===== src/hdl/ftpid_pkg.sv =====
`timescale 1ns / 1ps
// ftpid_pkg: shared constants, types and command struct for the filtered pid block
// depends on nothing

package ftpid_pkg;

  localparam int DATA_W           = 32;
  localparam int CFG_DATA_W       = 48;
  localparam int CFG_IDX_W        = 3;
  localparam int TAP_W            = 16;
  localparam int FIR_FRAC         = 14;
  localparam int GAIN_FRAC        = 16;
  localparam int ERR_PACKED_TAPS  = 3;
  localparam int DT_PACKED_TAPS   = 6;
  localparam int MAX_FILTER_TAPS  = 8;
  localparam int TAP_IDX_W        = $clog2(MAX_FILTER_TAPS);

  localparam int ERROR_FILTER_TAPS_DEF = 3;
  localparam int DTERM_FILTER_TAPS_DEF = 6;

  localparam logic signed [DATA_W-1:0] Q_MAX = {1'b0, {(DATA_W-1){1'b1}}};
  localparam logic signed [DATA_W-1:0] Q_MIN = {1'b1, {(DATA_W-1){1'b0}}};

  localparam logic [CFG_DATA_W-1:0] TAPS_UNITY = CFG_DATA_W'(16384);

  // register indexes
  typedef enum logic [CFG_IDX_W-1:0] {
    REG_KP          = 3'd0,
    REG_KI_HALF     = 3'd1,
    REG_KD_TWICE    = 3'd2,
    REG_UPPER       = 3'd3,
    REG_LOWER       = 3'd4,
    REG_ERR_TAPS    = 3'd5,
    REG_DT_TAPS_LO  = 3'd6,
    REG_DT_TAPS_HI  = 3'd7
  } reg_idx_t;

  typedef struct packed {
    logic signed [DATA_W-1:0] kp;
    logic signed [DATA_W-1:0] ki_half_period;
    logic signed [DATA_W-1:0] kd_twice_rate;
    logic signed [DATA_W-1:0] upper_limit;
    logic signed [DATA_W-1:0] lower_limit;
    logic [CFG_DATA_W-1:0]    error_taps;
    logic [CFG_DATA_W-1:0]    dterm_taps_low;
    logic [CFG_DATA_W-1:0]    dterm_taps_high;
  } cfg_t;

  // multiplier operand pairs
  typedef enum logic [2:0] {
    MUL_ERR_TAP,
    MUL_DT_TAP,
    MUL_KP,
    MUL_KD,
    MUL_KI
  } mul_sel_t;

  typedef enum logic [3:0] {
    ST_IDLE,
    ST_ERR_MAC,
    ST_ERR_SUM,
    ST_ERR_RND,
    ST_GAIN_P,
    ST_GAIN_D,
    ST_GAIN_I,
    ST_DT_IN,
    ST_DT_MAC,
    ST_DT_SUM,
    ST_DT_RND,
    ST_OUT
  } state_t;

  typedef struct packed {
    logic                 load;      // capture raw error, clear accumulator
    mul_sel_t             mul_sel;
    logic [TAP_IDX_W-1:0] tap_idx;
    logic                 mac;       // product joins the accumulator next cycle
    logic                 e_wr;      // round filtered error, shift error history
    logic                 diff_wr;   // form e - last_error and e + last_error
    logic                 p_wr;
    logic                 gd_wr;
    logic                 dt_start;  // gi, raw derivative, clear accumulator
    logic                 d_wr;      // round derivative, shift history, integral
    logic                 out_wr;    // clamp, output register, state update
  } cmd_t;

endpackage


===== src/hdl/ftpid_regs.sv =====
`timescale 1ns / 1ps
// ftpid_regs: configuration register bank with write decode
// depends on ftpid_pkg

module ftpid_regs (
  input  logic                              clk,
  input  logic                              rst,
  input  logic                              wr_en,
  input  logic [ftpid_pkg::CFG_IDX_W-1:0]   wr_idx,
  input  logic [ftpid_pkg::CFG_DATA_W-1:0]  wr_data,
  output ftpid_pkg::cfg_t                   cfg
);

  ftpid_pkg::cfg_t regs;
  ftpid_pkg::cfg_t regs_next;

  always_comb begin
    regs_next = regs;
    if (wr_en) begin
      unique case (ftpid_pkg::reg_idx_t'(wr_idx))
        ftpid_pkg::REG_KP:         regs_next.kp              = wr_data[ftpid_pkg::DATA_W-1:0];
        ftpid_pkg::REG_KI_HALF:    regs_next.ki_half_period  = wr_data[ftpid_pkg::DATA_W-1:0];
        ftpid_pkg::REG_KD_TWICE:   regs_next.kd_twice_rate   = wr_data[ftpid_pkg::DATA_W-1:0];
        ftpid_pkg::REG_UPPER:      regs_next.upper_limit     = wr_data[ftpid_pkg::DATA_W-1:0];
        ftpid_pkg::REG_LOWER:      regs_next.lower_limit     = wr_data[ftpid_pkg::DATA_W-1:0];
        ftpid_pkg::REG_ERR_TAPS:   regs_next.error_taps      = wr_data;
        ftpid_pkg::REG_DT_TAPS_LO: regs_next.dterm_taps_low  = wr_data;
        ftpid_pkg::REG_DT_TAPS_HI: regs_next.dterm_taps_high = wr_data;
        default: ;
      endcase
    end
  end

  always_ff @(posedge clk) begin
    if (rst) begin
      regs.kp              <= '0;
      regs.ki_half_period  <= '0;
      regs.kd_twice_rate   <= '0;
      regs.upper_limit     <= ftpid_pkg::Q_MAX;
      regs.lower_limit     <= ftpid_pkg::Q_MIN;
      regs.error_taps      <= ftpid_pkg::TAPS_UNITY;
      regs.dterm_taps_low  <= ftpid_pkg::TAPS_UNITY;
      regs.dterm_taps_high <= '0;
    end else begin
      regs <= regs_next;
    end
  end

  assign cfg = regs;

endmodule


===== config.mk =====
export PLATFORM = sky130hd
export DESIGN_NAME = ftpid_regs
export DESIGN_NICKNAME = d
export VERILOG_FILES = /design/src/hdl/ftpid_pkg.sv /design/src/hdl/ftpid_regs.sv
export SDC_FILE = /design/constraint.sdc
export NUM_CORES = 1
export LEC_CHECK = 0
export BUFFER_PORTS_ARGS = -buffer_cell sky130_fd_sc_hd__buf_2
export CORE_UTILIZATION = 40
export CTS_CLUSTER_SIZE = 14
export DETAILED_ROUTE_END_ITERATION = 16
export MAX_ROUTING_LAYER = met4
export SKIP_LAST_GASP = 1
export SYNTH_ARGS = -nofsm -noshare
export SYNTH_HDL_FRONTEND = slang
export SYNTH_SLANG_ARGS = --single-unit

===== constraint.sdc =====
create_clock -name clk -period 2 [get_ports clk]
set_input_delay 0.6 -clock clk [delete_from_list [all_inputs] [get_ports clk]]
set_output_delay 0.6 -clock clk [all_outputs]
set_load 0.02 [all_outputs]

* Word level (Yosys, flattened, before mapping) *
Cells that the tools add are included.

operators by class
  add/sub/neg operators = 0
  multipliers = 0
  div/mod/pow operators = 0
  $lt $le $gt $ge = 0
  equality and inequality tests = 7
  shift operators = 0
  multiplexer cells = 0
  bitwise operators = 0
  reductions and logical operators = 9

operators by type and width
  kind                number
  $reduce_and 2->1    8
  $eq 3x3->1 const B  4
  $eq 3x2->1 const B  2
  $eq 3x1->1 const B  1
  $logic_not 3->1     1

word-level totals
  register bits = 304
  latch bits = 0
  bits in writable memories = 0
  bits in read-only memories = 0
  word-level logic and storage cells = 24
  memories = 0

* Depth between registers and ports, before layout *
Gate-level depths: netlist of run 1.

  word-level depth = 2
  depth in mapped cells = 5

* Least setup slack after synthesis of run 1 *
No wires, ideal clock.

  kind = in2reg
  from = input wr_idx[0] in the netlist's numbering
  to = register regs, in the netlist cfg[277]
  arrival time = 1.671 ns
  required time = 1.928 ns
  path slack = 0.257 ns
  stages on the path = 4
  buffers on the path = 2
  cell sequence = buf_2 > nor4b_4 > buf_4 > mux2i_1

on the way
  word-level cells in the longest chain between the ends = 2

ends and longest elaborated chain
  element                     line              source
  start, declared             ftpid_regs.sv:9   input logic [ftpid_pkg::CFG_IDX_W-1:0] wr_idx,
  $logic_not 3->1             ftpid_regs.sv:20  unique case (ftpid_pkg::reg_idx_t'(wr_idx))
  $reduce_and 2->1 (no line)  -
  end signal, assigned        ftpid_regs.sv:45  regs <= regs_next;
  end, declared               ftpid_regs.sv:14  ftpid_pkg::cfg_t regs;

Every way passes these cells.
A chain may end at the register's enable or synchronous reset.

* Final worst setup path of run 1 *
  from = register regs, in the netlist cfg[31]
  to = output cfg[31] in the netlist's numbering

RTL lines
  element        line              source
  end, declared  ftpid_regs.sv:11  output ftpid_pkg::cfg_t cfg

No word-level cell between the ends.

==> results summary, run 1 <==
The run finished with clean final reports. The clock-pin slew of the registers on the worst-case setup and hold paths came out at 0.06 ns. The post-synthesis to final-layout area growth came out at 30.4%.

The number of warnings reported in the yosys synthesis log came out at 0. The worst path in the final design needs a cycle of 1.64 ns, including I/O delays and setup. The area fraction of the dominant cell type after synthesis is 51.3%. The core outline area is 28900 sq um. STA classifies the critical path endpoint as an output pin. The reg-to-reg critical path endpoint is cfg[299]$_SDFFE_PP0P_. Setup repair after global routing left no endpoint under its margin. The routability congestion estimate is 0.801. The final routed DRC violation total came out at 0.

The highest cell delay on the worst timing path is 0.33 ns. The number of antenna violations at the first check in global routing was 2. The end point of the most critical hold path is cfg[206]$_SDFFE_PP1P_. The worst setup path is launched from a flip-flop.

The share of the core filled with cells in the final layout came out at 53.5%. After synthesis, the cell types taking the most area are sky130_fd_sc_hd__dfxtp_1, sky130_fd_sc_hd__mux2i_1, sky130_fd_sc_hd__nand2b_1. The largest vdd supply drop is 0.575 mV. In this run the critical register-to-register path is launched from cfg[299]$_SDFFE_PP0P_. The clock skew is 0 ns. The number of max-cap violations is 0.

The min-delay analysis places its worst path in the category primary input to flip-flop. The HPWL after detailed placement is 23900 microns. The count of port buffers added during placement came out at 357. The root buffer cell chosen for the clock tree is sky130_fd_sc_hd__clkbuf_16. The count of unique library cells instantiated by Yosys came out at 15.

In this run the deepest clock path goes through 3 buffers. The number of cells on the worst reg-to-reg path is 2. The number of global-route vias before repair is 8630. The post-place setup slack is 0.179 ns.

In this design, the largest share of critical-path delay is due to flip-flops. The register with the most flip-flops in the layout has 304 of them. Measured against its own limit, the worst slew margin works out to 68.9%. Measured along the y axis, the die boundary spans 174 microns.

The number of rows in the core area is 62. The number of buffers and inverters on the critical path came out at 1. The max-slew violation count came out at 0.

The setup TNS came out at 0 ns. The standard cell with the maximum stage delay on the critical path is sky130_fd_sc_hd__dfxtp_1. The residual antenna-violating net count after detailed routing came out at 0. The proportion of power drawn by the clock network came out at 47.0%.

The count of routing violations after the opening detailed-route iteration came out at 327. The clock latency reported for the late side of the worst-skew pair is 0.49 ns. Walking the worst path, the cells encountered are buf_2. The number of flip-flops and latches in the synthesized netlist came out at 304. The critical path is of the flip-flop to output pin type. Summed over all instances, the cell type with the most area after synthesis is sky130_fd_sc_hd__dfxtp_1.

The setup slack of the worst register-to-register path came out at 1.36 ns. The power per unit of standard cell area is 895 nW/um^2. The final hold violation count is 0. The number of buffers added by the clock tree synthesis step is 36. The ratio of final minimum period to clock period came out at 82.2%. The number of vias per cell after detailed routing came out at 4.70.

For this configuration, the core starts out at a cell density of 41.0%. For this design the top-level I/O count stands at 358. The H-tree level count is 2.

The final global-route overflow total came out at 0. Combinational logic is responsible for 7.8% of the overall power. The horizontal die dimension is 174 microns. The achievable frequency is 0.608 GHz.

Entering global routing, the biggest net connects 45 pins. The final layout contains 1496 nets. The number of nets in the synthesized netlist is 1137. The total setup buffers inserted after CTS came out at 0. The biggest fanout along the worst timing path is 2. The average instance in the mapped netlist occupies 11.0 sq um. Sequential cells account for 45.2% of the total power. TritonCTS built the clock tree.

The worst hold path startpoint is wr_data[30]. Once routing completed, OpenROAD measured the worst setup slack at 0.355 ns. The synthesized instance count came out at 1083. The routed wire length per instance came out at 18.2 microns. For the pin with the worst max-slew slack, the measured transition is 0.467 ns. The share of flip-flops with an asynchronous set or reset is 0%. The tree built by TritonCTS fans out to 304 sinks. Cell internal power was estimated by the tool at 10700 uW.

The sequential-to-total area share from yosys stat is 51.3%. The commonest cells after synthesis are sky130_fd_sc_hd__nand2b_1, sky130_fd_sc_hd__dfxtp_1, sky130_fd_sc_hd__mux2i_1. Data on the critical path is required at its endpoint by 1.40 ns.

Counting instances, the worst hold path has a depth of 3. In this run, synthesis inferred 0 flip-flops with an integrated enable. The netlist area before placement is 11900 sq um. The routed design has 33600 microns of wire. The overall routing resource usage came out at 22.4%. The most used flip-flop cell after synthesis is sky130_fd_sc_hd__dfxtp_1.

The most common cell in the netlist is sky130_fd_sc_hd__nand2b_1. The first detailed-routing pass ran for 4 iterations. The final count of negative-setup-slack endpoints came out at 0. The static power due to leakage is 0.00800 uW. The number of buffers inserted for hold repair after clock tree synthesis came out at 0. The wire length of the first global-routing pass came out at 51400 microns. The share of final-layout standard cells stronger than drive strength 1 is 31.4%. The analysis attributes to net switching a power of 3190 uW. Gates resized during post-CTS repair numbered 0. The overall via count from detail_route is 8689. The total die area is 30400 sq um. In this run switching power makes up 23.0% of total power.

STA puts the critical path data arrival time at 1.04 ns.
power groups by stage:
stage / Sequential (uW) / Combinational, uW / Clock, uW
after floorplan: 6550 / 493 / 0
final: 6260 / 1080 / 6510
after global routing: 6270 / 1160 / 6930
after CTS: 6260 / 1100 / 6660
after detailed placement: 6390 / 1090 / 0
after global placement: 6390 / 1090 / 0
layout make-up:
| type | instances | area [sq um] |
|---|---|---|
| repair buffers | 401 | 2290 |
| fillers | 2650 | 13500 |
| well taps | 384 | 480 |
| flip-flops and latches | 304 | 6090 |
| multi-input cells | 699 | 5450 |
| diodes | 2 | 5.00 |
| clock buffers | 46 | 1000 |
| clock inverters | 13 | 168 |
logic make-up after synthesis:
family | share of synthesized area, %
mux | 25.6
buf+inv | 3.22
simple gates | 19.9
flops | 51.3
worst max-delay path by stage:
stage | startpoint | endpoint | depth (start not counted)
global route | cfg[131]$_SDFFE_PP0P_ | cfg[131] | 1
CTS | cfg[131]$_SDFFE_PP0P_ | cfg[131] | 1
global placement | wr_en | cfg[294]$_SDFFE_PP0P_ | 4
floorplan | wr_idx[0] | cfg[277]$_SDFFE_PP0P_ | 4
finish | cfg[31]$_SDFFE_PP0P_ | cfg[31] | 1
detailed placement | wr_en | cfg[287]$_SDFFE_PP0P_ | 4
stage by stage:
stage | power (uW) | hold slack (ns) | cells | instance area, sq um
floorplan | 7050 | 0.546 | 1083 | 11900
global placement | 7470 | 0.454 | 1788 | 14300
detailed placement | 7480 | 0.457 | 1788 | 14300
CTS | 14000 | 0.358 | 1847 | 15500
global route | 14400 | 0.370 | 1849 | 15500
finish | 13800 | 0.379 | 1849 | 15500
layer usage:
| metal | track usage (%) | vias up | routed length (microns) |
|---|---|---|---|
| li1 | - | 4287 | - |
| met1 | 27.5 | 4076 | 14500 |
| met2 | 35.7 | 279 | 15700 |
| met3 | 6.87 | 47 | 2800 |
| met4 | 5.59 | 0 | 614 |
| met5 | - | - | 0 |
cells in the final DEF, fill, tap and decap left out:
cell                           n
sky130_fd_sc_hd__nand4bb_1     1
sky130_fd_sc_hd__clkinv_2      8
sky130_fd_sc_hd__buf_12       13
sky130_fd_sc_hd__buf_2       356
sky130_fd_sc_hd__bufinv_16     4
sky130_fd_sc_hd__nand4bb_4     2
sky130_fd_sc_hd__clkinvlp_4    1
sky130_fd_sc_hd__and4b_1       1
sky130_fd_sc_hd__nor4b_4       1
sky130_fd_sc_hd__dfxtp_1     304
sky130_fd_sc_hd__nand4b_1      2
sky130_fd_sc_hd__nor2_1       66
sky130_fd_sc_hd__clkbuf_8      5
sky130_fd_sc_hd__or4b_1        1
sky130_fd_sc_hd__nand2b_1    318
sky130_fd_sc_hd__nor4bb_4      1
sky130_fd_sc_hd__and4b_2       1
sky130_fd_sc_hd__clkbuf_16    37
sky130_fd_sc_hd__diode_2       2
sky130_fd_sc_hd__nand4_1       1
sky130_fd_sc_hd__mux2i_1     304
sky130_fd_sc_hd__buf_4        31
sky130_fd_sc_hd__clkbuf_1      5
No activity file was read; power rests on OpenSTA's default activity.
==> inputs of run 2 (changes only) <==
--- a/config.mk
+++ b/config.mk
@@ -10,6 +10,7 @@
 export CTS_CLUSTER_SIZE = 14
 export DETAILED_ROUTE_END_ITERATION = 16
 export MAX_ROUTING_LAYER = met4
+export PLACE_DENSITY = 0.67
 export SKIP_LAST_GASP = 1
 export SYNTH_ARGS = -nofsm -noshare
 export SYNTH_HDL_FRONTEND = slang
==> constraint.sdc (replaced) <==
create_clock -name clk -period 1.4 [get_ports clk]
set_input_delay 0.42 -clock clk [delete_from_list [all_inputs] [get_ports clk]]
set_output_delay 0.42 -clock clk [all_outputs]
set_load 0.02 [all_outputs]
==> results summary, run 2 (same netlist as run 1, synthesis figures left out) <==
The flow ran to the end, and the final reports show no timing, DRC or antenna violations. The total die area came to 30400 sq um (unchanged). The max-slew headroom at the worst pin was 72.9% (+4.0 points). Among all stages on the critical path, the largest delay is contributed by sky130_fd_sc_hd__dfxtp_4. The setup TNS came to 0 ns (unchanged).

The height of the die came to 174 microns (unchanged). The worst setup path startpoint is cfg[182]$_SDFFE_PP1P_. The count of routing violations after the opening detailed-route iteration is 337 (+3.1%). The transition time at the pin with the least slew margin came to 0.407 ns (-0.0599 ns). The data arrival time of the worst path was 0.98 ns (-0.06 ns). The worst setup path is launched from a flip-flop. The final hold violation count came out at 0 (unchanged). Setup repair after global routing could not meet its margin everywhere.

The worst setup path is captured at an output pin. The number of stages on the worst setup path was 1 (unchanged). The share of final-layout standard cells stronger than drive strength 1 is 56.4% (+25 points).

The number of vias per cell after detailed routing is 4.83 (+2.8%). The achievable frequency came out at 0.714 GHz. The internal power summed over all cells is 16100 uW (+51%). The setup path with the least slack is of type flip-flop to output pin. The highest cell delay on the worst timing path came out at 0.35 ns (+0.02 ns). The biggest fanout along the worst timing path is 2 (unchanged). The top cell types in the final layout, fill and taps aside, are sky130_fd_sc_hd__nand2b_1, sky130_fd_sc_hd__mux2i_1, sky130_fd_sc_hd__buf_6.

The proportion of power drawn by the clock network is 47.0% (about the same). The routed wire length per instance came to 18.7 microns (+3.0%). The library cell used most frequently in the layout, excluding fill and tap cells, is sky130_fd_sc_hd__nand2b_1.

The net switching fraction of the power was 22.7% (-0.30 points). The static power due to leakage came out at 0.00926 uW (+16%). The number of rows in the core area was 62 (unchanged). The number of antenna violations at the first check in global routing is 0 (-2).

The total length of routed wires is 37200 microns (+11%). The overall via count from detail_route is 9606 (+11%). The total design power came out at 20900 uW (+51%).

The minimum hold slack was 0.194 ns (-0.185 ns). The reg-to-reg critical path endpoint is cfg[26]$_SDFFE_PP0P_. The number of max-cap violations came out at 0 (unchanged).

TritonCTS built the clock tree. The max-slew violation count came out at 0 (unchanged). The endpoint of the worst setup timing path is cfg[182]. The overall routing resource usage came to 23.8% (+1.4 points).

The number of nets in the layout is 1633 (+9.2%). The H-tree level count is 2 (unchanged). The wire length of the first global-routing pass was 55000 microns (+7.0%). The filler cell count in the final layout is 2104 (-21%). The clock latency reported for the late side of the worst-skew pair is 0.50 ns (about the same). The routability congestion estimate came out at 0.847 (+5.7%). The number of buffers and inverters on the critical path came out at 1 (unchanged). The post-place setup slack came out at -0.226 ns (-0.405 ns). The count of antenna diodes in the layout came out at 0 (-2). The horizontal die dimension is 174 microns (unchanged). The detailed-routing iteration count for the pre-antenna-repair pass came out at 4 (unchanged). The clock skew is 0 ns (unchanged). The ratio of final minimum period to clock period came out at 100%. The sequential cell area in the final layout is 6470 sq um (+6.3%). The final routed DRC violation total is 0 (unchanged).

The required time of the critical path came out at 0.98 ns (-0.42 ns). The power per unit of standard cell area is 1090 nW/um^2 (+22%). The post-synthesis to final-layout area growth is 61.1%. The number of sinks handled by clock tree synthesis came to 304 (unchanged). The core outline area is 28900 sq um (unchanged). The combined area of the multi-input logic cells came out at 5450 sq um (unchanged). The setup slack of the worst register-to-register path came out at 0.57 ns (-0.79 ns). The number of buffers added by the clock tree synthesis step came out at 34 (-5.6%). The maximum number of pins on one net before global-route repair is 59 (+31%). The share of the core filled with cells in the final layout is 66.1% (+13 points). The starting density of the core was 41.0% (unchanged). The power share of the sequential group is 43.3% (-1.9 points). The final critical-path setup slack is 0.000193 ns (-0.355 ns). The final global-route overflow total came out at 0 (unchanged). The number of global-route vias before repair is 9788 (+13%).

The number of buffers inserted for hold repair after clock tree synthesis is 0 (unchanged). The worst-case clock buffer depth was 3 (unchanged). The part of the total power dissipated in combinational logic is 9.8% (+2.0 points).

The tree is rooted in a sky130_fd_sc_hd__clkbuf_16. The largest vdd supply drop came to 0.750 mV (+30%). The top cell family by delay on the critical path is flip-flops. The residual antenna-violating net count after detailed routing is 0 (unchanged). The clock-pin slew of the registers on the worst-case setup and hold paths is 0.06 ns (about the same).

The count of port buffers added during placement came out at 357 (unchanged). The worst register-to-register path begins at cfg[26]$_SDFFE_PP0P_. The path class of the tightest hold or removal check is primary input to flip-flop.

The estimated wirelength of the detail-placed design came out at 24100 microns (+1.1%). The depth of the most critical reg-to-reg path is 4 (+2). The flip-flop count of the largest register after layout is 304 (unchanged).

The routed design could run at a clock period as short as 1.40 ns. Walking the worst path, the cells encountered are buf_6. The final count of negative-setup-slack endpoints came out at 0 (unchanged). The number of top-level pins is 358 (unchanged). The switching power total came out at 4750 uW (+49%).
[run 2: cell count changes in the layout (fill, tap and decap cells not counted), moves of 3 or more]
cell,before,now
sky130_fd_sc_hd__buf_6,0,304
sky130_fd_sc_hd__buf_2,356,52
sky130_fd_sc_hd__buf_4,31,150
sky130_fd_sc_hd__clkinv_2,8,5
sky130_fd_sc_hd__buf_12,13,33
sky130_fd_sc_hd__dfxtp_1,304,0
sky130_fd_sc_hd__dfxtp_2,0,303
[run 2: how the worst min path moves through the flow]
stage / slack (ns) / end / depth (start not counted) / from
after floorplan: 0.55 / cfg[127]$_SDFFE_PP0P_ / 2 / cfg[127]$_SDFFE_PP0P_
after global placement: 0.45 / cfg[275]$_SDFFE_PP0P_ / 2 / cfg[275]$_SDFFE_PP0P_
after detailed placement: 0.46 / cfg[280]$_SDFFE_PP0P_ / 2 / cfg[280]$_SDFFE_PP0P_
after CTS: 0.18 / cfg[177]$_SDFFE_PP1P_ / 3 / wr_data[1]
after global routing: 0.19 / cfg[205]$_SDFFE_PP1P_ / 3 / wr_data[29]
final: 0.19 / cfg[177]$_SDFFE_PP1P_ / 3 / wr_data[1]
[run 2: power by group through the flow]
stage / logic, uW / registers [uW] / clock network (uW)
3_3_place_gp: 1710 / 9120 / 0
2_1_floorplan: 717 / 9360 / 0
3_5_place_dp: 1720 / 9130 / 0
5_1_grt: 2150 / 9040 / 10300
6_report: 2040 / 9020 / 9800
4_1_cts: 1960 / 9020 / 9960
[run 2: final cells by class]
| type | count | share of cell area, % |
|---|---|---|
| Clock buffer | 48 | 5.32 |
| Clock inverter | 13 | 1.16 |
| Sequential cell | 304 | 33.8 |
| Multi-Input combinational cell | 699 | 28.5 |
| Tap cell | 384 | 2.51 |
| Timing Repair Buffer | 540 | 28.7 |
[run 2: repair_timing]
item	in CTS	in global routing
resized for setup	911	2
buffers inserted	12	87
setup endpoints to repair	304	221
[run 2: metal layers]
metal  routed length, microns  global-route usage, %  part of all wire (%)  vias up
met5                        0                      -                     0        -
met4                     1030                   7.82                   2.8        0
met3                     2820                   7.46                   7.6       67
met2                    18700                   40.7                    50      308
met1                    14700                   26.1                    39     4669
li1                         -                      -                     -     4562
[run 2: per-stage QoR]
stage / cell area (sq um) / instances
3_3_place_gp: 14900 / 1828
2_1_floorplan: 11900 / 1083
3_5_place_dp: 14900 / 1828
5_1_grt: 19100 / 1988
4_1_cts: 18500 / 1901
6_report: 19100 / 1988
==> inputs of run 3 (changes only) <==
==> constraint.sdc (replaced) <==
create_clock -name clk -period 1.4 [get_ports clk]
set_input_delay 0.42 -clock clk [delete_from_list [all_inputs] [get_ports clk]]
set_output_delay 0.42 -clock clk [all_outputs]
set_load 0.005 [all_outputs]
==> results summary, run 3 (same netlist as run 1, synthesis figures left out) <==
The static power due to leakage is 0.00853 uW (-7.9%). The count of routing violations after the opening detailed-route iteration is 384 (+14%). The transition time at the pin with the least slew margin came to 0.407 ns (+0.0000883 ns). The highest cell delay on the worst timing path was 0.36 ns (about the same). The minimum hold slack was 0.197 ns (+0.00243 ns). The number of nets in the layout came to 1544 (-5.5%). The max-slew headroom at the worst pin is 72.9% (about the same). The final hold violation count is 0 (unchanged).

The number of buffers added by the clock tree synthesis step is 34 (unchanged). The flip-flop count of the largest register after layout came out at 304 (unchanged). The worst setup path is of the flip-flop to output pin kind. The final count of negative-setup-slack endpoints was 0 (unchanged). The overall via count from detail_route is 9018 (-6.1%). Broken down by cell family, the worst path's largest delay share belongs to flip-flops. The filler cell count in the final layout was 2410 (+15%).

The worst setup path is launched from a flip-flop. The number of buffers and inverters on the critical path is 1 (unchanged). The setup TNS came to 0 ns (unchanged). The H-tree level count came out at 2 (unchanged). In the layout the commonest cells are sky130_fd_sc_hd__nand2b_1, sky130_fd_sc_hd__mux2i_1, sky130_fd_sc_hd__buf_2. The share of final-layout standard cells stronger than drive strength 1 came out at 49.8% (-6.6 points). The core outline area came out at 28900 sq um (unchanged).

The share of the core filled with cells in the final layout was 58.3% (-7.8 points). The number of sinks handled by clock tree synthesis is 304 (unchanged). The tightest min-delay check is of the primary input to flip-flop type. The starting density of the core came out at 41.0% (unchanged). The cell area after layout is 16900 sq um (-12%). The number of vias per cell after detailed routing came out at 4.75 (-1.8%). The required time of the critical path came out at 0.98 ns (about the same). The horizontal die dimension is 174 microns (unchanged). The most common cell after layout, fill and taps aside is sky130_fd_sc_hd__nand2b_1. The count of port buffers added during placement is 357 (unchanged). The largest vdd supply drop is 0.728 mV (-3.0%). The number of top-level pins came out at 358 (unchanged). The estimated wirelength of the detail-placed design is 24100 microns (unchanged). The achievable frequency came out at 0.723 GHz (+1.2%).

The overall routing resource usage is 22.5% (-1.3 points). Traced cell by cell, the critical path runs through buf_6. The data arrival time of the worst path came out at 0.96 ns (-0.02 ns).

The number of antenna violations at the first check in global routing is 1 (+1). The clock skew is 0 ns (unchanged). TritonCTS built the clock tree. The total length of routed wires was 34000 microns (-8.6%).

The clock latency reported for the late side of the worst-skew pair is 0.50 ns (about the same). The final routed DRC violation total was 0 (unchanged). The clock-pin slew of the registers on the worst-case setup and hold paths came out at 0.06 ns (about the same). The power per unit of standard cell area is 1200 nW/um^2 (+10%).

The biggest fanout along the worst timing path came out at 2 (unchanged). Compared with the post-synthesis result, the final layout area differs by 42.2%. The ratio of final minimum period to clock period came out at 98.8% (-1.2 points). The detailed-routing iteration count for the pre-antenna-repair pass is 4 (unchanged). The number of global-route vias before repair came out at 9263 (-5.4%). The wire length of the first global-routing pass is 52100 microns (-5.4%). The post-route minimum period came out at 1.38 ns (-0.0164 ns).

The type of element capturing the critical path is an output pin. The residual antenna-violating net count after detailed routing is 0 (unchanged). The root buffer cell chosen for the clock tree is sky130_fd_sc_hd__clkbuf_16. The run finished with clean final reports.

The number of rows in the core area is 62 (unchanged). Among all stages on the critical path, the largest delay is contributed by sky130_fd_sc_hd__dfxtp_4. The height of the die is 174 microns (unchanged). Setup repair after global routing could not meet its margin everywhere. The final global-route overflow total is 0 (unchanged). The number of buffers inserted for hold repair after clock tree synthesis came out at 0 (unchanged). The worst-case clock buffer depth came out at 3 (unchanged). The routed wire length per instance was 17.9 microns (-4.4%).

The cell area after placement is 14900 sq um (unchanged). The max-slew violation count was 0 (unchanged). The routability congestion estimate was 0.847 (unchanged). The total die area is 30400 sq um (unchanged). The number of max-cap violations came out at 0 (unchanged). The maximum number of pins on one net before global-route repair was 59 (unchanged).
[run 3: power by group]
group | switching, uW | total (uW) | internal [uW]
Sequential | 109 | 8980 | 8870
Clock | 3580 | 9770 | 6180
Combinational | 730 | 1540 | 812
Total | 4420 | 20300 | 15900
[run 3: final cells by class]
| cell class | count | area [sq um] | share of cell area, % |
|---|---|---|---|
| antenna | 1 | 2.50 | 0.0148 |
| clock inverter | 13 | 221 | 1.31 |
| tap | 384 | 480 | 2.85 |
| clock buffer | 48 | 1020 | 6.03 |
| timing repair buffer | 451 | 3310 | 19.6 |
| sequential | 304 | 6390 | 37.9 |
| multi-input combinational | 699 | 5450 | 32.3 |
[run 3: repair_timing]
action                                  4_1_cts  5_1_grt
endpoints found under the setup margin      102      202
gates resized for setup                     110      201
hold endpoints to repair                      0        0
setup buffers                                 0       10
[run 3: layer usage]
layer  global-route usage [%]  part of all wire [%]
met1                     25.9                    42
met4                     6.69                   2.4
met3                     6.93                   8.0
met2                     37.2                    48
met5                        -                     0
[run 3: metrics by stage]
step | total power, uW | std cells | setup WS, ns
after floorplan | 9860 | 1083 | -0.141
after global placement | 10600 | 1828 | -0.210
after detailed placement | 10600 | 1828 | -0.226
after CTS | 20400 | 1889 | -0.0335
after global routing | 21000 | 1900 | -0.0152
final | 20300 | 1900 | 0.0166
[run 3: worst paths after layout]
path                           endpoint  slack [ns]  depth (start not counted)                   from
hold reg to reg   cfg[283]$_SDFFE_PP0P_        0.47                          2  cfg[283]$_SDFFE_PP0P_
setup / recovery               cfg[182]        0.02                          1  cfg[182]$_SDFFE_PP1P_
setup reg to reg  cfg[234]$_SDFFE_PP0P_        0.70                          3  cfg[234]$_SDFFE_PP0P_
hold / removal    cfg[177]$_SDFFE_PP1P_        0.20                          3             wr_data[1]
